**src/hdl/cra_pkg.sv**
```systemverilog
`timescale 1ns / 1ps
// ----------------------------------------------------------------------------
// cra_pkg: shared types for the cell to packet reassembler
// Cell and packet descriptor layouts, the classified command held in the
// cell queue, and the queue head handed to the reassembly engine.
// ----------------------------------------------------------------------------
package cra_pkg;

    localparam int SEQ_W  = 32;
    localparam int IDX_W  = 16;
    localparam int PAY_W  = 11;
    localparam int STN_W  = 16;
    localparam int TIME_W = 32;
    localparam int LEN_W  = 20;

    typedef struct packed {
        logic              is_start;
        logic              is_end;
        logic [SEQ_W-1:0]  msg_seq;
        logic [IDX_W-1:0]  cell_index;
        logic [PAY_W-1:0]  cell_payload_bits;
        logic [STN_W-1:0]  source_id;
        logic [STN_W-1:0]  dest_id;
        logic [TIME_W-1:0] send_time;
    } t_cell_in;

    typedef struct packed {
        logic [STN_W-1:0]  pkt_source;
        logic [STN_W-1:0]  pkt_dest;
        logic [SEQ_W-1:0]  pkt_msg_seq;
        logic [TIME_W-1:0] pkt_send_time;
        logic [LEN_W-1:0]  pkt_length_bits;
    } t_pkt_out;

    typedef enum logic {
        CELL_OPEN = 1'b0,
        CELL_CONT = 1'b1
    } t_cell_op;

    typedef struct packed {
        t_cell_op          op;
        logic              last;
        logic [SEQ_W-1:0]  seq;
        logic [IDX_W-1:0]  idx;
        logic [PAY_W-1:0]  pay;
        logic [STN_W-1:0]  src;
        logic [STN_W-1:0]  dst;
        logic [TIME_W-1:0] tim;
    } t_cell_cmd;

    typedef struct packed {
        logic      valid;
        t_cell_cmd cmd;
    } t_q_head;

endpackage

```
**src/hdl/cra_cell_queue.sv**
```systemverilog
`timescale 1ns / 1ps
// ----------------------------------------------------------------------------
// cra_cell_queue: cell intake and command queue
// Accepts cell descriptors, classifies each as an opening or a continuation
// cell and holds the commands until the reassembly engine takes them.
// ----------------------------------------------------------------------------
module cra_cell_queue #(
    parameter int DEPTH = 4
) (
    input  logic              i_clk,
    input  logic              i_rst_n,
    input  logic              i_push,
    input  cra_pkg::t_cell_in i_cell,
    output logic              o_full,
    input  logic              i_pop,
    output cra_pkg::t_q_head  o_head
);
    import cra_pkg::*;

    localparam int PTR_W = (DEPTH > 1) ? $clog2(DEPTH) : 1;
    localparam int CNT_W = $clog2(DEPTH + 1);

    t_cell_cmd        r_mem [DEPTH];
    logic [PTR_W-1:0] r_wr_ptr, n_wr_ptr;
    logic [PTR_W-1:0] r_rd_ptr, n_rd_ptr;
    logic [CNT_W-1:0] r_count, n_count;
    t_cell_cmd        w_cmd;
    logic             w_wr;
    logic             w_rd;

    // classification of the incoming cell
    always_comb begin
        w_cmd.op   = i_cell.is_start ? CELL_OPEN : CELL_CONT;
        w_cmd.last = i_cell.is_end;
        w_cmd.seq  = i_cell.msg_seq;
        w_cmd.idx  = i_cell.cell_index;
        w_cmd.pay  = i_cell.cell_payload_bits;
        w_cmd.src  = i_cell.source_id;
        w_cmd.dst  = i_cell.dest_id;
        w_cmd.tim  = i_cell.send_time;
    end

    assign o_full = (r_count == CNT_W'(DEPTH));
    assign w_wr   = i_push && !o_full;
    assign w_rd   = i_pop && (r_count != '0);

    always_comb begin
        n_wr_ptr = r_wr_ptr;
        n_rd_ptr = r_rd_ptr;
        n_count  = r_count;
        if (w_wr) begin
            n_wr_ptr = (r_wr_ptr == PTR_W'(DEPTH - 1)) ? '0 : r_wr_ptr + 1'b1;
        end
        if (w_rd) begin
            n_rd_ptr = (r_rd_ptr == PTR_W'(DEPTH - 1)) ? '0 : r_rd_ptr + 1'b1;
        end
        case ({w_wr, w_rd})
            2'b10:   n_count = r_count + 1'b1;
            2'b01:   n_count = r_count - 1'b1;
            default: n_count = r_count;
        endcase
    end

    always_ff @(posedge i_clk) begin
        if (!i_rst_n) begin
            r_wr_ptr <= '0;
            r_rd_ptr <= '0;
            r_count  <= '0;
        end else begin
            r_wr_ptr <= n_wr_ptr;
            r_rd_ptr <= n_rd_ptr;
            r_count  <= n_count;
        end
    end

    always_ff @(posedge i_clk) begin
        if (w_wr) begin
            r_mem[r_wr_ptr] <= w_cmd;
        end
    end

    assign o_head.valid = (r_count != '0);
    assign o_head.cmd   = r_mem[r_rd_ptr];

endmodule

```
**src/hdl/cra_engine.sv**
```systemverilog
`timescale 1ns / 1ps
// ----------------------------------------------------------------------------
// cra_engine: reassembly state and packet output
// Checks each queued cell against the open reassembly, updates the message,
// index and saturating length registers and emits a packet on an end cell it takes.
// ----------------------------------------------------------------------------
module cra_engine (
    input  logic              i_clk,
    input  logic              i_rst_n,
    input  cra_pkg::t_q_head  i_head,
    output logic              o_head_pop,
    output cra_pkg::t_pkt_out o_pkt,
    output logic              o_empty,
    input  logic              i_pop
);
    import cra_pkg::*;

    logic             r_in_progress, n_in_progress;
    logic [SEQ_W-1:0] r_exp_seq, n_exp_seq;
    logic [IDX_W-1:0] r_last_idx, n_last_idx;
    logic [LEN_W-1:0] r_accum, n_accum;
    logic             r_out_valid, n_out_valid;
    t_pkt_out         r_pkt, n_pkt;

    t_cell_cmd        w_cmd;
    logic             w_match;
    logic [LEN_W:0]   w_sum;
    logic [LEN_W-1:0] w_new_len;
    logic             w_take;
    logic             w_emit;

    assign w_cmd = i_head.cmd;

    // output slot frees in the same cycle it is popped
    assign o_head_pop = i_head.valid && (!r_out_valid || i_pop);

    assign w_match = r_in_progress && (w_cmd.seq == r_exp_seq)
                     && (w_cmd.idx == r_last_idx + 1'b1);
    assign w_sum   = {1'b0, r_accum} + (LEN_W + 1)'(w_cmd.pay);

    always_comb begin
        if (w_cmd.op == CELL_OPEN) begin
            w_new_len = LEN_W'(w_cmd.pay);
        end else if (w_sum[LEN_W]) begin
            w_new_len = '1;
        end else begin
            w_new_len = w_sum[LEN_W-1:0];
        end
    end

    assign w_take = o_head_pop && ((w_cmd.op == CELL_OPEN) || w_match);
    assign w_emit = w_take && w_cmd.last;

    always_comb begin
        n_in_progress = r_in_progress;
        n_exp_seq     = r_exp_seq;
        n_last_idx    = r_last_idx;
        n_accum       = r_accum;
        n_out_valid   = r_out_valid && !i_pop;
        n_pkt         = r_pkt;
        if (w_take) begin
            n_in_progress = 1'b1;
            n_last_idx    = w_cmd.idx;
            n_accum       = w_new_len;
            if (w_cmd.op == CELL_OPEN) begin
                n_exp_seq = w_cmd.seq;
            end
        end
        if (w_emit) begin
            n_out_valid           = 1'b1;
            n_pkt.pkt_source      = w_cmd.src;
            n_pkt.pkt_dest        = w_cmd.dst;
            n_pkt.pkt_msg_seq     = w_cmd.seq;
            n_pkt.pkt_send_time   = w_cmd.tim;
            n_pkt.pkt_length_bits = w_new_len;
            n_in_progress         = 1'b0;
            n_exp_seq             = '1;
            n_last_idx            = '1;
            n_accum               = '0;
        end
    end

    always_ff @(posedge i_clk) begin
        if (!i_rst_n) begin
            r_in_progress <= 1'b0;
            r_exp_seq     <= '1;
            r_last_idx    <= '1;
            r_accum       <= '0;
            r_out_valid   <= 1'b0;
        end else begin
            r_in_progress <= n_in_progress;
            r_exp_seq     <= n_exp_seq;
            r_last_idx    <= n_last_idx;
            r_accum       <= n_accum;
            r_out_valid   <= n_out_valid;
        end
    end

    always_ff @(posedge i_clk) begin
        r_pkt <= n_pkt;
    end

    assign o_pkt   = r_pkt;
    assign o_empty = !r_out_valid;

endmodule

```
**src/hdl/cell_to_packet_reassembler.sv**
```systemverilog
`timescale 1ns / 1ps
// ----------------------------------------------------------------------------
// cell_to_packet_reassembler: cell reassembly, receive side
// Rebuilds packet descriptors from a stream of cell descriptors.
//
// Cells enter through a queue-style port: a transaction happens on a clock
// edge with push high and full low. Packets leave the same way: while empty
// is low the oldest packet is on o_pkt, and pop with empty low takes it.
// One cell is taken per cycle when the receiver keeps up; the engine checks
// a cell at the queue head and updates its registers as it takes it. A
// packet is registered onto o_pkt when the engine takes its end cell.
// Cells that open no reassembly, carry the wrong message number or skip an
// index are dropped without a packet.
// When the receiver stalls, the single output register holds its packet,
// the engine stops and the cell queue (QUEUE_DEPTH entries) fills; full
// rises once it is full.
// Synchronous reset closes any open reassembly and empties queue and output.
// ----------------------------------------------------------------------------
module cell_to_packet_reassembler #(
    parameter int QUEUE_DEPTH = 4
) (
    input  logic              i_clk,
    input  logic              i_rst_n,
    input  logic              push,
    input  cra_pkg::t_cell_in i_cell,
    output logic              full,
    output logic              empty,
    input  logic              pop,
    output cra_pkg::t_pkt_out o_pkt
);
    import cra_pkg::*;

    t_q_head w_head;
    logic    w_head_pop;

    cra_cell_queue #(
        .DEPTH (QUEUE_DEPTH)
    ) u_queue (
        .i_clk   (i_clk),
        .i_rst_n (i_rst_n),
        .i_push  (push),
        .i_cell  (i_cell),
        .o_full  (full),
        .i_pop   (w_head_pop),
        .o_head  (w_head)
    );

    cra_engine u_engine (
        .i_clk      (i_clk),
        .i_rst_n    (i_rst_n),
        .i_head     (w_head),
        .o_head_pop (w_head_pop),
        .o_pkt      (o_pkt),
        .o_empty    (empty),
        .i_pop      (pop)
    );

    // engine only takes a command that is there
    a_pop_needs_head: assert property (@(posedge i_clk) disable iff (!i_rst_n)
        w_head_pop |-> w_head.valid)
        else $error("engine popped an empty cell queue");

    // a full queue always offers a head command
    a_full_has_head: assert property (@(posedge i_clk) disable iff (!i_rst_n)
        full |-> w_head.valid)
        else $error("cell queue full without a head entry");

    // no packet appears without a queued cell behind it
    a_no_phantom_pkt: assert property (@(posedge i_clk) disable iff (!i_rst_n)
        (!w_head.valid && (empty || pop)) |=> empty)
        else $error("packet appeared with no cell processed");

    // engine keeps draining the queue whenever the output slot is free
    a_drain_when_free: assert property (@(posedge i_clk) disable iff (!i_rst_n)
        (w_head.valid && empty) |-> w_head_pop)
        else $error("engine stalled with a free output slot");

endmodule
```
**config.mk**
```make
export PLATFORM = sky130hd
export DESIGN_NAME = cell_to_packet_reassembler
export DESIGN_NICKNAME = d
export VERILOG_FILES = /design/src/hdl/cra_pkg.sv /design/src/hdl/cra_cell_queue.sv /design/src/hdl/cra_engine.sv /design/src/hdl/cell_to_packet_reassembler.sv
export SDC_FILE = /design/constraint.sdc
export NUM_CORES = 1
export LEC_CHECK = 0
export BUFFER_PORTS_ARGS = -buffer_cell sky130_fd_sc_hd__buf_2
export CAP_MARGIN = 10
export CORE_ASPECT_RATIO = 1.25
export CORE_MARGIN = 2
export CORE_UTILIZATION = 63
export CTS_CLUSTER_SIZE = 25
export DETAILED_ROUTE_END_ITERATION = 8
export PLACE_DENSITY = 0.84
export SETUP_SLACK_MARGIN = 0.4
export SYNTH_ARGS = -nofsm -noshare
export SYNTH_HDL_FRONTEND = slang
export SYNTH_HIERARCHICAL = 1
export SYNTH_SLANG_ARGS = --single-unit
```
**constraint.sdc**
```tcl
create_clock -name i_clk -period 17.2 [get_ports i_clk]
set_clock_uncertainty 0.15 [all_clocks]
set_input_delay 1.72 -clock i_clk [delete_from_list [all_inputs] [get_ports i_clk]]
set_output_delay 1.72 -clock i_clk [all_outputs]
set_load 0.005 [all_outputs]
```
==> summary.txt, run 1 <==
Synth warnings - 6
Mean Syn Cell Area - 19.0 um^2
pre-CTS setup slack - 9.79 ns
fin crit period - 7.19 ns
Mapped Cells - 1402
grt total ovfl - 0
final hold viol count - 0
Slew Viols, Final - 0
largest net degree at the start of global routing - 74
vias - 13.8k
Post-synth top flop - edfxtp_1
die width - 188 um
PwrDens - 147 nW/um^2
setup bufs post-CTS - 0
vias in the first global route - 14.2k
CTS tree - done
fillers - 2508
top cell type's share of synthesized area - 69.5%
WS Path Type - flip-flop to flip-flop
initial antenna violation count - 17
nets - 1803
maxcap violations - 0
clock-pin slew on the worst setup and hold paths - 0.06 ns
final setup violation count - 0
Yosys reg bits - 695
Via density - 6.06
most common cell in the synthesized netlist - edfxtp_1
post-synth top area cell - edfxtp_1
DP Wirelength - 31200 um
clock tree buffer depth - 3
Skew-Pair Late Insertion Delay - 0.61 ns
drt pass-1 iters - 5
data arrival time of the critical path - 7.25 ns
Core ar. - 41800 um^2
1st-iter DRT viols - 1340
Post-synth EDFFs - 616
final RePlAce weighted congestion - 0.866
min-delay worst type - flip-flop to flip-flop
drt drc - 0
Required @ worst endpoint - 17.26 ns
Rel. slew slack - 24.4%
Root Buffer - clkbuf_16
Synth Area in Compound Gates - 3.21%
synth cell count leaders - 616 x edfxtp_1, 125 x mux4_2, 108 x nand2_1, 79 x dfxtp_1, 47 x nand3_1
CP Capture Type - flip-flop
Crit Path Max Fanout - 73
effective utilization at floorplan - 63.6%
DIE HEIGHT - 234 um
Detail Route Antenna Nets - 0
Hold-fix buffers, CTS - 0
final worst path period share - 41.8%
die area - 43900 um^2
clock sink count - 695
unrepaired setup endpoints after global routing - no
Final WS setup - 10.01 ns
Peak Freq - 0.139 GHz
share of layout cells above drive strength 1 - 28.8%
Synth Net Count - 1551
first-pass GRT wire length - 81600 um
synthesized cell area - 26600 um^2
total negative slack for setup checks - 0 ns
ys async rst share - 0%
largest family of logic cells by synthesized area - multiplexers
mux cell area share after synthesis - 11.2%
Layout area overhead - 13.9%
Port Buf Inserts - 246
Synth cell types - 59
PostCTS Resize Cnt - 0
Area contributors post-synth - edfxtp_1 70%, mux4_2 11%, dfxtp_1 5.9%
WL/cell - 23.6 um
Core Rows - 84
Post-Synth Simple-Gate Area - 5.49%
Total Wirelength - 53700 um
IO Pins - 247
H-tree depth - 2
CTS Buf Count - 60
Post-Synth Adder-Cell Area - 0.997%
VDD IR-drop max - 0.000104 V
Post-Synth XOR/XNOR Area - 1.91%
status - finished clean
Critical Path Start Type - flip-flop
Global Route Usage Sum - 24.6%
Pleak - 0.0103 uW
Seq/Total Area, Yosys - 75.5%
worst slew pin tran - 1.13 ns
==> registers in the layout, summed over array words and instances, names as in the netlist, named ones only <==
signal                  cells
u_engine/r_last_idx        16
u_engine/o_pkt            116
u_engine/r_in_progress      1
u_queue/r_mem             500
u_queue/r_wr_ptr            2
u_queue/r_count             3
u_engine/r_exp_seq         32
u_engine/r_accum           20
u_engine/r_out_valid        1
u_queue/r_rd_ptr            2
==> cell type report <==
class	count	area (um^2)	area share (%)
Multi-Input combinational cell	615	6080	20.1
Clock buffer	81	1630	5.39
Inverter	26	97.6	0.322
Clock inverter	32	347	1.14
Sequential cell	695	20100	66.3
Timing Repair Buffer	256	1310	4.31
Tap cell	559	699	2.31
Antenna cell	12	30.0	0.0992
==> final timing paths <==
path | start | slack [ns] | end | depth (start not counted)
setup reg to reg | flip-flop | 10.01 | u_engine/o_pkt[30]$_DFFE_PP_ | 11
hold / removal | u_engine/r_in_progress$_SDFFE_PP0N_ | 0.32 | u_engine/r_in_progress$_SDFFE_PP0N_ | 2
setup / recovery | flip-flop | 10.01 | u_engine/o_pkt[30]$_DFFE_PP_ | 11
hold reg to reg | u_engine/r_in_progress$_SDFFE_PP0N_ | 0.32 | u_engine/r_in_progress$_SDFFE_PP0N_ | 2
==> through the flow <==
step	utilization, %	hold slack (ns)	cell area [um^2]	cells	power, uW
2_1_floorplan	-	0.287	26600	1402	2860
3_3_place_gp	67.6	0.300	28300	2151	3100
3_5_place_dp	67.6	0.312	28300	2151	3130
4_1_cts	72.3	0.320	30300	2264	4480
5_1_grt	72.4	0.339	30300	2270	4640
6_report	72.4	0.318	30300	2276	4460
==> layer usage <==
layer | part of all wire [%] | GRT usage [%] | vias to the layer above | wire [um]
met5 | 0.12 | 0 | - | 62
li1 | - | - | 6136 | -
met4 | 3.1 | 9.69 | 10 | 1660
met3 | 7.4 | 5.89 | 125 | 3990
met2 | 52 | 42.4 | 557 | 27900
met1 | 37 | 30.7 | 6966 | 20100
==> cells by family (layout without fill, tap and decap cells) <==
group           after synthesis  in the layout
flops                       695            695
other cells                   0             12
simple gates                283            283
mux                         141            141
fa+ha+maj                    20             20
xor+xnor                     58             58
compound gates              113            113
buf+inv                      92            395
==> critical path: stages, from the launching register on <==
cell	delay, ns
dfxtp_4	1.02
buf_4	0.61
buf_4	0.89
mux4_2	0.64
xnor2_1	0.36
nor4b_1	0.28
nand3_1	0.12
a31oi_1	0.39
nand3b_4	0.35
nand2_1	0.23
and2_4	0.64
buf_4	0.92
==> placed cells by master (no fill, tap or decap), types with 8 or more instances in the layout <==
cell	count
clkinv_2	15
buf_2	246
clkbuf_16	62
a21oi_1	16
o21ai_0	14
ha_1	18
a31oi_1	19
nor2b_1	10
o41a_1	16
mux2i_1	15
and2_1	9
mux4_2	125
edfxtp_1	616
nor2_1	28
dfxtp_1	77
xnor2_1	33
buf_4	10
xor2_1	25
nand2b_1	12
nand2_1	107
nand4_1	8
nand4b_1	16
inv_1	26
clkbuf_1	18
o211ai_1	8
nand3_1	47
diode_2	12
==> power by group <==
| part | internal [uW] | switching [uW] |
|---|---|---|
| logic | 362 | 533 |
| clock network | 771 | 573 |
| registers | 2120 | 101 |
| total | 3250 | 1210 |
Power figures use the tool's default switching activity.
==> inputs of run 2 (changes only) <==
CORE_UTILIZATION = 59   (was 63)
PLACE_DENSITY = 0.79   (was 0.84)
clock period = 7.5 ns   (was 17.2 ns; I/O delays follow)
==> summary.txt, run 2 (same netlist as run 1, synthesis figures left out) <==
status - finished clean (unchanged)
DP Wirelength - 32100 um (was 31200 um)
Required @ worst endpoint - 7.64 ns (was 17.26 ns)
Total Wirelength - 54400 um (was 53700 um)
Largest Register - u_queue/r_mem (unchanged)
final hold viol count - 0 (unchanged)
Core ar. - 44800 um^2 (was 41800 um^2)
Via density - 6.02 (was 6.06)
setup bufs post-CTS - 0 (unchanged)
final setup violation count - 0 (unchanged)
Crit Path Max Fanout - 59 (was 73)
design area - 30600 um^2 (was 30300 um^2)
CP Capture Type - flip-flop (unchanged)
nets - 1810 (was 1803)
1st-iter DRT viols - 1148 (was 1340)
worst slew pin tran - 1.10 ns (was 1.13 ns)
grt total ovfl - 0 (unchanged)
WL/cell - 23.6 um (about the same)
DP Area - 28400 um^2 (was 28300 um^2)
clock tree buffer depth - 3 (unchanged)
WS Path Type - flip-flop to flip-flop (unchanged)
H-tree depth - 2 (unchanged)
Skew-Pair Late Insertion Delay - 0.64 ns (was 0.61 ns)
die width - 194 um (was 188 um)
fin crit period - 5.71 ns (was 7.19 ns)
share of layout cells above drive strength 1 - 29.9% (was 28.8%)
effective utilization at floorplan - 59.3% (was 63.6%)
largest net degree at the start of global routing - 72 (was 74)
Critical Path Start Type - flip-flop (unchanged)
final RePlAce weighted congestion - 0.834 (was 0.866)
PwrDens - 344 nW/um^2 (was 147 nW/um^2)
Global Route Usage Sum - 23.3% (was 24.6%)
total negative slack for setup checks - 0 ns (unchanged)
Layout area overhead - 15.1% (was 13.9%)
Hold-fix buffers, CTS - 0 (unchanged)
Detail Route Antenna Nets - 0 (unchanged)
CTS tree - done (unchanged)
vias in the first global route - 14.2k (about the same)
DIE HEIGHT - 241 um (was 234 um)
highest-count cells in the layout ignoring fill and taps - 616 x edfxtp_1, 246 x buf_2, 125 x mux4_2 (unchanged)
die area - 46800 um^2 (was 43900 um^2)
Rel. slew slack - 26.6% (was 24.4%)
unrepaired setup endpoints after global routing - no (unchanged)
Port Buf Inserts - 246 (unchanged)
max FFs per register - 500 (unchanged)
Core Rows - 87 (was 84)
vias - 13.9k (was 13.8k)
min-delay worst type - input pin to flip-flop (was flip-flop to flip-flop)
Root Buffer - clkbuf_16 (unchanged)
final worst path period share - 76.2% (was 41.8%)
Slew Viols, Final - 0 (unchanged)
initial antenna violation count - 17 (unchanged)
Pleak - 0.0104 uW (was 0.0103 uW)
first-pass GRT wire length - 82300 um (was 81600 um)
VDD IR-drop max - 0.000237 V (was 0.000104 V)
clock-pin slew on the worst setup and hold paths - 0.07 ns (was 0.06 ns)
IO Pins - 247 (unchanged)
most common cell after layout, fill and taps aside - edfxtp_1 (unchanged)
clock sink count - 695 (unchanged)
drt pass-1 iters - 6 (was 5)
drt drc - 0 (unchanged)
maxcap violations - 0 (unchanged)
CTS Buf Count - 61 (was 60)
Peak Freq - 0.175 GHz (was 0.139 GHz)
final core utilization - 68.3% (was 72.4%)
PostCTS Resize Cnt - 0 (unchanged)
data arrival time of the critical path - 5.85 ns (was 7.25 ns)
==> run 2: through the flow <==
step	total power, uW	std cells	hold WS (ns)	setup slack [ns]
2_1_floorplan	6570	1402	0.287	1.23
3_3_place_gp	7120	2176	0.298	2.03
3_5_place_dp	7200	2176	0.311	1.76
4_1_cts	10600	2292	0.144	1.76
5_1_grt	11000	2301	0.159	1.37
6_report	10500	2304	0.173	1.79
==> run 2: area by class of cell <==
cell class,count,area [um^2]
Antenna cell,12,30.0
Fill cell,2893,14200
Timing Repair Buffer,262,1360
Inverter,26,97.6
Multi-Input combinational cell,615,6080
Clock buffer,76,1640
Clock inverter,40,582
Tap cell,578,723
Sequential cell,695,20100
==> run 2: critical path, stage by stage, from the launching register on <==
cell       delay, ns
dfxtp_4         0.76
buf_4           0.49
mux4_2          0.61
nand2b_1        0.11
o2111ai_1       0.13
a2111oi_0       0.49
nand4_1         0.30
nor4_4          0.36
nand3b_4        0.35
nand2_1         0.25
and2_4          0.72
buf_4           0.47
==> run 2: report_power, final <==
part | switching (uW) | internal, uW | leakage (uW) | total (uW)
Clock | 1390 | 2020 | 0.00107 | 3400
Sequential | 226 | 4850 | 0.00630 | 5080
Combinational | 1220 | 837 | 0.00304 | 2050
Total | 2830 | 7710 | 0.0104 | 10500
==> run 2: worst paths after layout <==
| check | from | endpoint | slack [ns] | depth (start not counted) |
|---|---|---|---|---|
| hold / removal | i_cell[110] | u_queue/r_mem[3][110]$_DFFE_PP_ | 0.17 | 1 |
| hold reg to reg | u_engine/r_accum[2]$_SDFFE_PP0N_ | u_engine/r_accum[2]$_SDFFE_PP0N_ | 0.32 | 2 |
| setup / recovery | flip-flop | u_engine/o_pkt[102]$_DFFE_PP_ | 1.79 | 11 |
| setup reg to reg | flip-flop | u_engine/o_pkt[102]$_DFFE_PP_ | 1.79 | 11 |
==> run 2: metal layers <==
layer / global-route usage, % / part of all wire, % / wire length (um)
met5: 0 / 0.16 / 88
met1: 29.4 / 39 / 21000
met3: 5.01 / 6.9 / 3740
met4: 11.0 / 3.7 / 2010
met2: 39.2 / 51 / 27600
